===== src/sv/lpkt_pkg.sv =====
// ----------------------------------------------------------------------------
// lpkt_pkg
// Shared types and constants of the linear probing key table: field widths,
// operation and status codes, the controller states and the remainder unit
// step configuration.
// ----------------------------------------------------------------------------
package lpkt_pkg;

	// Field widths.
	localparam int KEY_W      = 32;
	localparam int TS_W       = 12;
	localparam int SLOT_IDX_W = 11;
	localparam int STATUS_W   = 2;

	// The all-ones key marks an empty slot and is never stored.
	localparam logic [KEY_W-1:0] EMPTY_KEY = '1;

	// Reset value of the table size register.
	localparam logic [TS_W-1:0] TS_RESET = 12'd1033;

	// Operation codes.
	localparam logic OP_LOOKUP = 1'b0;
	localparam logic OP_CREATE = 1'b1;

	// Result status codes.
	typedef enum logic [STATUS_W-1:0] {
		STATUS_FOUND     = 2'd0,
		STATUS_INSERTED  = 2'd1,
		STATUS_NOT_FOUND = 2'd2,
		STATUS_FULL      = 2'd3
	} lpkt_status_t;

	// Controller states.
	typedef enum logic [2:0] {
		S_CLEAR,
		S_IDLE,
		S_DIV,
		S_PROBE,
		S_HOLD
	} lpkt_state_t;

	// Remainder unit: quotient bits retired per cycle and steps per key.
	localparam int UREM_BITS  = 4;
	localparam int UREM_STEPS = KEY_W / UREM_BITS;
	localparam int UREM_CNT_W = $clog2(UREM_STEPS);

endpackage


===== src/sv/lpkt_urem.sv =====
// ----------------------------------------------------------------------------
// lpkt_urem
// Multi-cycle unsigned remainder of a 32-bit key by the table size.
// Restoring division retires UREM_BITS dividend bits per cycle.
// ----------------------------------------------------------------------------
module lpkt_urem (
	input  logic                     clk,
	input  logic                     arst_n,
	input  logic                     start,
	input  logic [lpkt_pkg::KEY_W-1:0] dividend,
	input  logic [lpkt_pkg::TS_W-1:0]  divisor,
	output logic                     done,
	output logic [lpkt_pkg::TS_W-1:0]  rem
);
	import lpkt_pkg::*;

	logic                  busy_q;
	logic                  done_q;
	logic [UREM_CNT_W-1:0] cnt_q;
	logic [KEY_W-1:0]      dvd_q;
	logic [TS_W-1:0]       div_q;
	logic [TS_W-1:0]       rem_q;
	logic [KEY_W-1:0]      dvd_nx;
	logic [TS_W-1:0]       rem_nx;

	// One step: shift in the next dividend bits, subtracting the divisor
	// whenever the partial remainder reaches it.
	always_comb begin
		logic [TS_W-1:0]  r;
		logic [KEY_W-1:0] d;
		logic [TS_W:0]    t;
		r = rem_q;
		d = dvd_q;
		for (int i = 0; i < UREM_BITS; i++) begin
			t = {r, d[KEY_W-1]};
			d = {d[KEY_W-2:0], 1'b0};
			if (t >= {1'b0, div_q}) begin
				t = t - {1'b0, div_q};
			end
			r = t[TS_W-1:0];
		end
		rem_nx = r;
		dvd_nx = d;
	end

	// Step control.
	always_ff @(posedge clk or negedge arst_n) begin
		if (!arst_n) begin
			busy_q <= 1'b0;
			done_q <= 1'b0;
			cnt_q  <= '0;
		end else begin
			done_q <= 1'b0;
			if (start) begin
				busy_q <= 1'b1;
				cnt_q  <= '0;
			end else if (busy_q) begin
				cnt_q <= cnt_q + 1'b1;
				if (cnt_q == UREM_CNT_W'(UREM_STEPS - 1)) begin
					busy_q <= 1'b0;
					done_q <= 1'b1;
				end
			end
		end
	end

	// Operand and partial remainder registers.
	always_ff @(posedge clk) begin
		if (start) begin
			dvd_q <= dividend;
			div_q <= divisor;
			rem_q <= '0;
		end else if (busy_q) begin
			dvd_q <= dvd_nx;
			rem_q <= rem_nx;
		end
	end

	assign done = done_q;
	assign rem  = rem_q;
endmodule


===== config.mk =====
export PLATFORM = sky130hd
export DESIGN_NAME = lpkt_urem
export DESIGN_NICKNAME = d
export VERILOG_FILES = /design/src/sv/lpkt_pkg.sv /design/src/sv/lpkt_urem.sv
export SDC_FILE = /design/constraint.sdc
export NUM_CORES = 1
export LEC_CHECK = 0
export BUFFER_PORTS_ARGS = -buffer_cell sky130_fd_sc_hd__buf_2
export CORE_MARGIN = 2
export CORE_UTILIZATION = 55
export CTS_BUF_LIST = sky130_fd_sc_hd__clkbuf_8
export DETAILED_ROUTE_END_ITERATION = 16
export PLACE_DENSITY = 0.76
export REMOVE_ABC_BUFFERS = 1
export SLEW_MARGIN = 20
export SYNTH_ARGS = -nofsm -noshare
export SYNTH_HDL_FRONTEND = slang
export SYNTH_SLANG_ARGS = --single-unit

===== constraint.sdc =====
create_clock -name clk -period 19.1 [get_ports clk]
set_input_delay 2.865 -clock clk [delete_from_list [all_inputs] [get_ports clk]]
set_output_delay 2.865 -clock clk [all_outputs]
set_load 0.01 [all_outputs]

==> key figures, run 1 <==
Clock network
  • CTS max path bufs: 2
  • Reg clk slew, reported paths: 0.07 ns
  • Cts hold-fix bufs: 0
  • Num CTS Buffers: 9
  • H-tree depth: 3
  • # Post-CTS Setup Buffers: 0
  • Clock latency on the worst-skew pair: between 0.3 and 0.4 ns
  • CTS Sinks: 61
  • CTS tree: done
  • Resized Gates After CTS: 0
  • Root buf cell: clkbuf_8

Route
  • Router iterations before antenna repair: 5
  • DR vias: 4,264
  • Avg WL per Cell: 18.2 um
  • Post-route antenna net violation count: 0
  • DRC: 0
  • Initial drt markers: 349
  • Total wire length: 12.8 mm
  • Vias per inst: 6.09

STA
  • Final setup violation count: 0
  • Final hold vios: 0
  • RSZ-0062 raised after global routing: false
  • Tcrit/Tclk final: 53.2%
  • Slew Viols, Final: 0
  • Setup_tns: 0 ns
  • Relative slew slack: 30.8%
  • Fmax: 98.4 MHz
  • Worst-margin pin slew: a little over 1 ns
  • Min Clock Period, post-route: 10.16 ns
  • Clk_skew: about 0.013 ns

Yosys
  • Warnings, synthesis: 0
  • Mean post-synth cell area: 9.81 sq um
  • Number of library cell types mapped by synthesis: 68
  • Share of the synthesized area in the top cell type: 25.5%
  • Biggest area consumer among synthesized cells: edfxtp_1
  • Seq/Total Area, Yosys: ~33%
  • Most common cell in the synthesized netlist: ha_1
  • Synth cell count leaders: ha_1 (50), nor2_1 (46), edfxtp_1 (44)
  • Ys flop type: edfxtp_1
  • Largest cells by area after synthesis: edfxtp_1 (26%), ha_1 (12%), mux2_2 (8.3%)
  • Post-synth ARST share: 8.20%
  • Synth Instances: roughly 530
  • EDFF count, synth: 44
  • Mapped Area: slightly above 5000 sq um
  • Seq cells post-synth: 61

Floorplan
  • I/O pins: 60
  • Die area: just over 10,000 sq um
  • Die Y: 101 um
  • Core area: 9200 sq um
  • Cell row count: 35
  • Die W: around 100 um
  • Starting density of the core: between 50% and 60%

GRT
  • Vias in the first global route: 4,270
  • Total GRT Usage: between 20 and 30%
  • GRT overflow: 0
  • First-pass GRT wire length: 20.2 mm
  • Largest net degree at the start of global routing: 65
  • Initial antenna violation count: 0

Min path
  • Hold Crit Class: register to register
  • Hold Path Cell Cnt: 2

Status
  • Status: complete, no violations

Critical path
  • Setup crit start: div_q[1]
  • Crit path capture: rem[7]
  • Most frequent CP cell: ha_1
  • Crit Reg-Reg Endpoint: rem[7]
  • Slowest cell on crit path: o21bai_1
  • Slowest stage delay, CP: between 0.8 and 0.9 ns
  • CP arrival: 10.40 ns
  • Crit-path max FO: 24
  • Crit Path Class: register to register
  • WP data required: 19.34 ns
  • Setup crit end kind: register
  • R2R Path Start: div_q[1]
  • FF-to-FF path depth: 32
  • CP Launch Type: register
  • Reg2Reg Setup Slack: 8.94 ns

Cells and area
  • Fillers: 767
  • Finished Layout Cells: 700
  • Share of cells above drive strength 1: between 20% and 30%
  • N_diodes: 0
  • Final instance area: 5760 sq um
  • Fin nets: 685
  • P&R area growth vs syn: 11.1%

Placed design
  • DPL Wire Length: 9.78 mm
  • Port bufs: about 60
  • Placed cell count: 684
  • Placed Area: 5540 sq um
  • Routability cong.: 1.02

Run
  • Maximum capacitance violations: 0
## worst max-delay path: cells and delay by family, from the launching register on
family / cells / cell delay (ns)
mux: 3 / 1.02
flops: 1 / 0.47
buf+inv: 1 / 0.23
fa+ha+maj: 4 / 1.52
compound gates: 15 / 5.01
simple gates: 9 / 1.79
## registers in the layout (all words and copies together) (netlist names)
| signal | cells |
|---|---|
| rem | 12 |
| busy_q | 1 |
| done | 1 |
| dvd_q | 32 |
| div_q | 12 |
| cnt_q | 3 |
## kinds of logic (layout without fill, tap and decap cells)
group,after synthesis,in the layout,synth area share [%]
compound gates,131,131,17.8
xor+xnor,29,29,4.90
fa+ha+maj,54,54,13.6
buf+inv,49,110,3.99
flops,61,61,32.6
mux,61,61,13.5
simple gates,143,143,13.6
## metal layers
layer  routed length, um  GRT usage (%)  vias up
li1                    -              -     2074
met1                5420           32.2     2018
met2                6170           43.5      140
met3                 786           4.37       32
met4                 395           11.2        0
met5                   0              0        -
## worst min-delay path by stage
stage / start / end / slack [ns]
3_5_place_dp: rem[11] / rem[11] / 0.51
5_1_grt: rem[11] / rem[11] / 0.53
2_1_floorplan: cnt_q[1] / cnt_q[1] / 0.49
4_1_cts: rem[11] / rem[11] / 0.52
6_report: rem[11] / rem[11] / 0.52
3_3_place_gp: rem[11] / rem[11] / 0.50
## cells in the final DEF (no fill, tap or decap), types with 3 or more instances in the layout
cell type	instances
buf_2	59
ha_1	50
nor2_1	46
edfxtp_1	44
mux2_2	38
inv_1	34
a21oi_1	29
nand2_1	25
o21ai_0	23
xnor2_1	21
mux2i_1	15
o21a_1	12
dfxtp_1	12
nor3_1	11
nor2b_1	10
a21o_1	10
a211oi_1	10
nand3_1	9
clkbuf_8	9
nand4_1	8
xor2_1	8
mux2_4	8
nand2b_1	6
o31a_1	5
o21bai_1	5
or2_2	5
and2_1	5
dfrtp_1	5
a31oi_1	4
fa_1	4
or3_1	3
nor4_1	3
a311oi_1	3
nand4b_1	3
## layout make-up
class                   instances  area (sq um)  share of cell area [%]
clock buffers                   9           124                    2.15
inverters                      34           128                    2.22
flip-flops and latches         61          1690                    29.3
repair buffers                 60           303                    5.26
multi-input cells             418          3290                    57.1
well taps                     111           139                    2.41
clock inverters                 7          90.1                    1.56
## metrics by stage
stage	hold slack (ns)	utilization (%)	setup slack (ns)
after floorplan	0.491	-	10.57
after global placement	0.503	60.3	9.54
after detailed placement	0.510	60.3	9.14
after CTS	0.523	62.6	9.10
after global routing	0.527	62.6	8.34
final	0.517	62.6	8.94
Power of run 1 is left out: the tool's default activity adds up to more than one toggle a clock period on the data nets, which glitch-free logic cannot reach.
==> run 2, diff against run 1 <==
--- a/config.mk
+++ b/config.mk
@@ -5,6 +5,7 @@
 export SDC_FILE = /design/constraint.sdc
 export NUM_CORES = 1
 export LEC_CHECK = 0
+export ABC_AREA = 1
 export BUFFER_PORTS_ARGS = -buffer_cell sky130_fd_sc_hd__buf_2
 export CORE_MARGIN = 2
 export CORE_UTILIZATION = 55
==> constraint.sdc (replaced) <==
create_clock -name clk -period 10.2 [get_ports clk]
set_input_delay 1.53 -clock clk [delete_from_list [all_inputs] [get_ports clk]]
set_output_delay 1.53 -clock clk [all_outputs]
set_load 0.01 [all_outputs]
==> run 2 against run 1 <==
Effect of this change:
- routed wire length increased by 10%
- critical path type unchanged
- sequential share of layout area is 0.98 points lower
- register-to-register slack worse by 7.7 ns
- clock skew is 0.0013 ns lower
- via count grew 17%
- die area is 4.1% higher
- global-route usage is 2.4 points higher
==> key figures, run 2 <==
Critical path
  • Crit Path Class: register to register (unchanged)
  • Slowest stage delay, CP: 0.67 ns (was 0.82 ns)
  • Crit path buf inv count: 6 (was 1)
  • WP data required: 10.49 ns (was 19.34 ns)
  • Crit-path max FO: 22 (was 24)
  • CP arrival: 9.24 ns (was 10.40 ns)
  • Setup crit end kind: register (unchanged)
  • Slowest cell on crit path: o21ai_1 (was o21bai_1)
  • Most frequent CP cell: nand2_1 (was ha_1)
  • Top delay family on crit path: simple AND/OR/NAND/NOR gates (was compound AO/OA/AOI/OAI gates)
  • CP Launch Type: register (unchanged)

STA
  • Relative slew slack: 32.0% (was 30.8%)
  • Clk_skew: 0.0120 ns (was 0.0133 ns)
  • Worst-margin pin slew: 1.02 ns (was 1.04 ns)
  • Fmax: 112 MHz (was 98.4 MHz)
  • Final setup violation count: 0 (unchanged)
  • Slew Viols, Final: 0 (unchanged)
  • Min Clock Period, post-route: 8.94 ns (was 10.16 ns)
  • Setup_tns: 0 ns (unchanged)
  • Tcrit/Tclk final: 87.7% (was 53.2%)
  • RSZ-0062 raised after global routing: false (unchanged)
  • Final hold vios: 0 (unchanged)

Yosys
  • Largest cells by area after synthesis: edfxtp_1 (24%), nand2_1 (19%), ha_1 (12%) (was edfxtp_1 (26%), ha_1 (12%), mux2_2 (8.3%))
  • Synth Instances: 754 (was 528)
  • Synth cell count leaders: nand2_1 (272), inv_1 (102), ha_1 (50) (was ha_1 (50), nor2_1 (46), edfxtp_1 (44))
  • Seq/Total Area, Yosys: 31.2% (was 32.6%)
  • Seq cells post-synth: 61 (unchanged)
  • Mapped Area: 5400 sq um (was 5180 sq um)
  • Most common cell in the synthesized netlist: nand2_1 (was ha_1)
  • Share of the synthesized area in the top cell type: 24.5% (was 25.5%)
  • Ys flop type: edfxtp_1 (unchanged)
  • Mean post-synth cell area: 7.17 sq um (was 9.81 sq um)
  • EDFF count, synth: 44 (unchanged)
  • Post-synth ARST share: 8.20% (unchanged)
  • Warnings, synthesis: 0 (unchanged)
  • Number of library cell types mapped by synthesis: 44 (was 68)
  • Biggest area consumer among synthesized cells: edfxtp_1 (unchanged)

Floorplan
  • Die area: 10,600 sq um (was 10,200 sq um)
  • Starting density of the core: 56.0% (was 56.3%)
  • Core area: 9640 sq um (was 9200 sq um)
  • I/O pins: 60 (unchanged)
  • Cell row count: 36 (was 35)
  • Die Y: 103 um (was 101 um)
  • Die W: 103 um (was 101 um)

Clock network
  • Resized Gates After CTS: 0 (unchanged)
  • Clock latency on the worst-skew pair: 0.36 ns (was 0.35 ns)
  • CTS tree: done (unchanged)
  • H-tree depth: 3 (unchanged)
  • Root buf cell: clkbuf_8 (unchanged)
  • Num CTS Buffers: 9 (unchanged)
  • CTS max path bufs: 2 (unchanged)
  • Cts hold-fix bufs: 0 (unchanged)
  • # Post-CTS Setup Buffers: 0 (unchanged)
  • Reg clk slew, reported paths: 0.08 ns (was 0.07 ns)
  • CTS Sinks: 61 (unchanged)

Min path
  • Hold Crit Class: register to register (unchanged)

Route
  • DRC: 0 (unchanged)
  • Total wire length: 14.0 mm (was 12.8 mm)
  • Router iterations before antenna repair: 5 (unchanged)
  • DR vias: 4,977 (was 4,264)
  • Initial drt markers: 373 (was 349)
  • Post-route antenna net violation count: 0 (unchanged)
  • Avg WL per Cell: 14.9 um (was 18.2 um)
  • Vias per inst: 5.27 (was 6.09)

Cells and area
  • Max reg flops: 32 (unchanged)
  • Commonest non-fill, non-tap cell in the layout: nand2_1 (was buf_2)
  • Fillers: 928 (was 767)
  • P&R area growth vs syn: 10.3% (was 11.1%)
  • Fin nets: 908 (was 685)
  • N_diodes: 0 (unchanged)
  • Register name with the most flops: dvd_q (unchanged)
  • Most frequent cells in the layout: nand2_1 (272), inv_1 (102), buf_2 (59), ha_1 (50) (was buf_2 (59), ha_1 (50), nor2_1 (46), edfxtp_1 (44), mux2_2 (38))
  • Share of cells above drive strength 1: 13.5% (was 23.3%)

GRT
  • Initial antenna violation count: 0 (unchanged)
  • Total GRT Usage: 28.1% (was 25.7%)
  • Largest net degree at the start of global routing: 50 (was 65)
  • First-pass GRT wire length: 22.3 mm (was 20.2 mm)
  • Vias in the first global route: 4,614 (was 4,270)
  • GRT overflow: 0 (unchanged)

Placed design
  • DPL Wire Length: 11.0 mm (was 9.78 mm)
  • Port bufs: 59 (unchanged)
  • Routability cong.: 0.986 (was 1.02)

Status
  • Status: complete, no violations (unchanged)

Run
  • Maximum capacitance violations: 0 (unchanged)
run 2: cell count changes after synthesis, moves of 10 or more:
cell	delta
inv_1	+68
mux2_2	-38
mux2i_1	-15
nand2_1	+247
nand3_1	+35
nand4_1	+12
nor2_1	-14
nor2b_1	-10
o21a_1	-10
xor2_1	+10
run 2: layer usage:
layer,track usage (%),routed length [um]
met1,36.4,6140
met4,9.92,365
met2,46.3,6580
met3,6.31,959
met5,0,0
run 2: path summary, 6_finish.rpt:
check                           from         to  slack (ns)  cells past startpoint
setup / recovery            div_q[1]     rem[4]        1.26                     51
hold / removal             dvd_q[15]  dvd_q[19]        0.51                      2
setup reg to reg            div_q[1]     rem[4]        1.26                     51
hold reg to reg            dvd_q[15]  dvd_q[19]        0.51                      2
max in group asynchronous     arst_n   cnt_q[1]        9.09                      1
min in group asynchronous     arst_n       done        0.98                      1
run 2: cell type report:
type                    instances  area (sq um)  share of cell area [%]
multi-input cells             566          3190                    53.5
repair buffers                 61           310                    5.21
clock buffers                   9           124                    2.08
inverters                     108           408                    6.85
flip-flops and latches         61          1690                    28.3
clock inverters                 7          73.8                    1.24
well taps                     133           166                    2.79
run 2: metrics by stage:
| step | area, sq um | hold WS [ns] | setup slack [ns] | std cells | utilization (%) |
|---|---|---|---|---|---|
| after floorplan | 5280 | 0.483 | 2.94 | 735 | - |
| after global placement | 5760 | 0.491 | 1.77 | 929 | 59.7 |
| after detailed placement | 5760 | 0.496 | 1.46 | 929 | 59.7 |
| after CTS | 5960 | 0.511 | 1.38 | 945 | 61.8 |
| after global routing | 5960 | 0.536 | 0.431 | 945 | 61.8 |
| final | 5960 | 0.506 | 1.26 | 945 | 61.8 |
run 2: logic make-up after synthesis:
group                    share of synthesized area [%]
AO/OA/AOI/OAI                                     7.97
XOR/XNOR                                          5.67
adder cells (fa/ha/maj)                           13.1
buffers and inverters                             9.77
flip-flops                                        31.2
AND/OR/NAND/NOR                                   32.3
run 2: worst register-to-register path, delay by kind of cell, from the launching register on:
kind | cells | cell delay, ns
AND/OR/NAND/NOR | 33 | 3.95
AO/OA/AOI/OAI | 8 | 2.28
adder cells (fa/ha/maj) | 4 | 1.32
buffers and inverters | 6 | 0.83
flip-flops | 1 | 0.48
Power of run 2 is left out for the same reason.
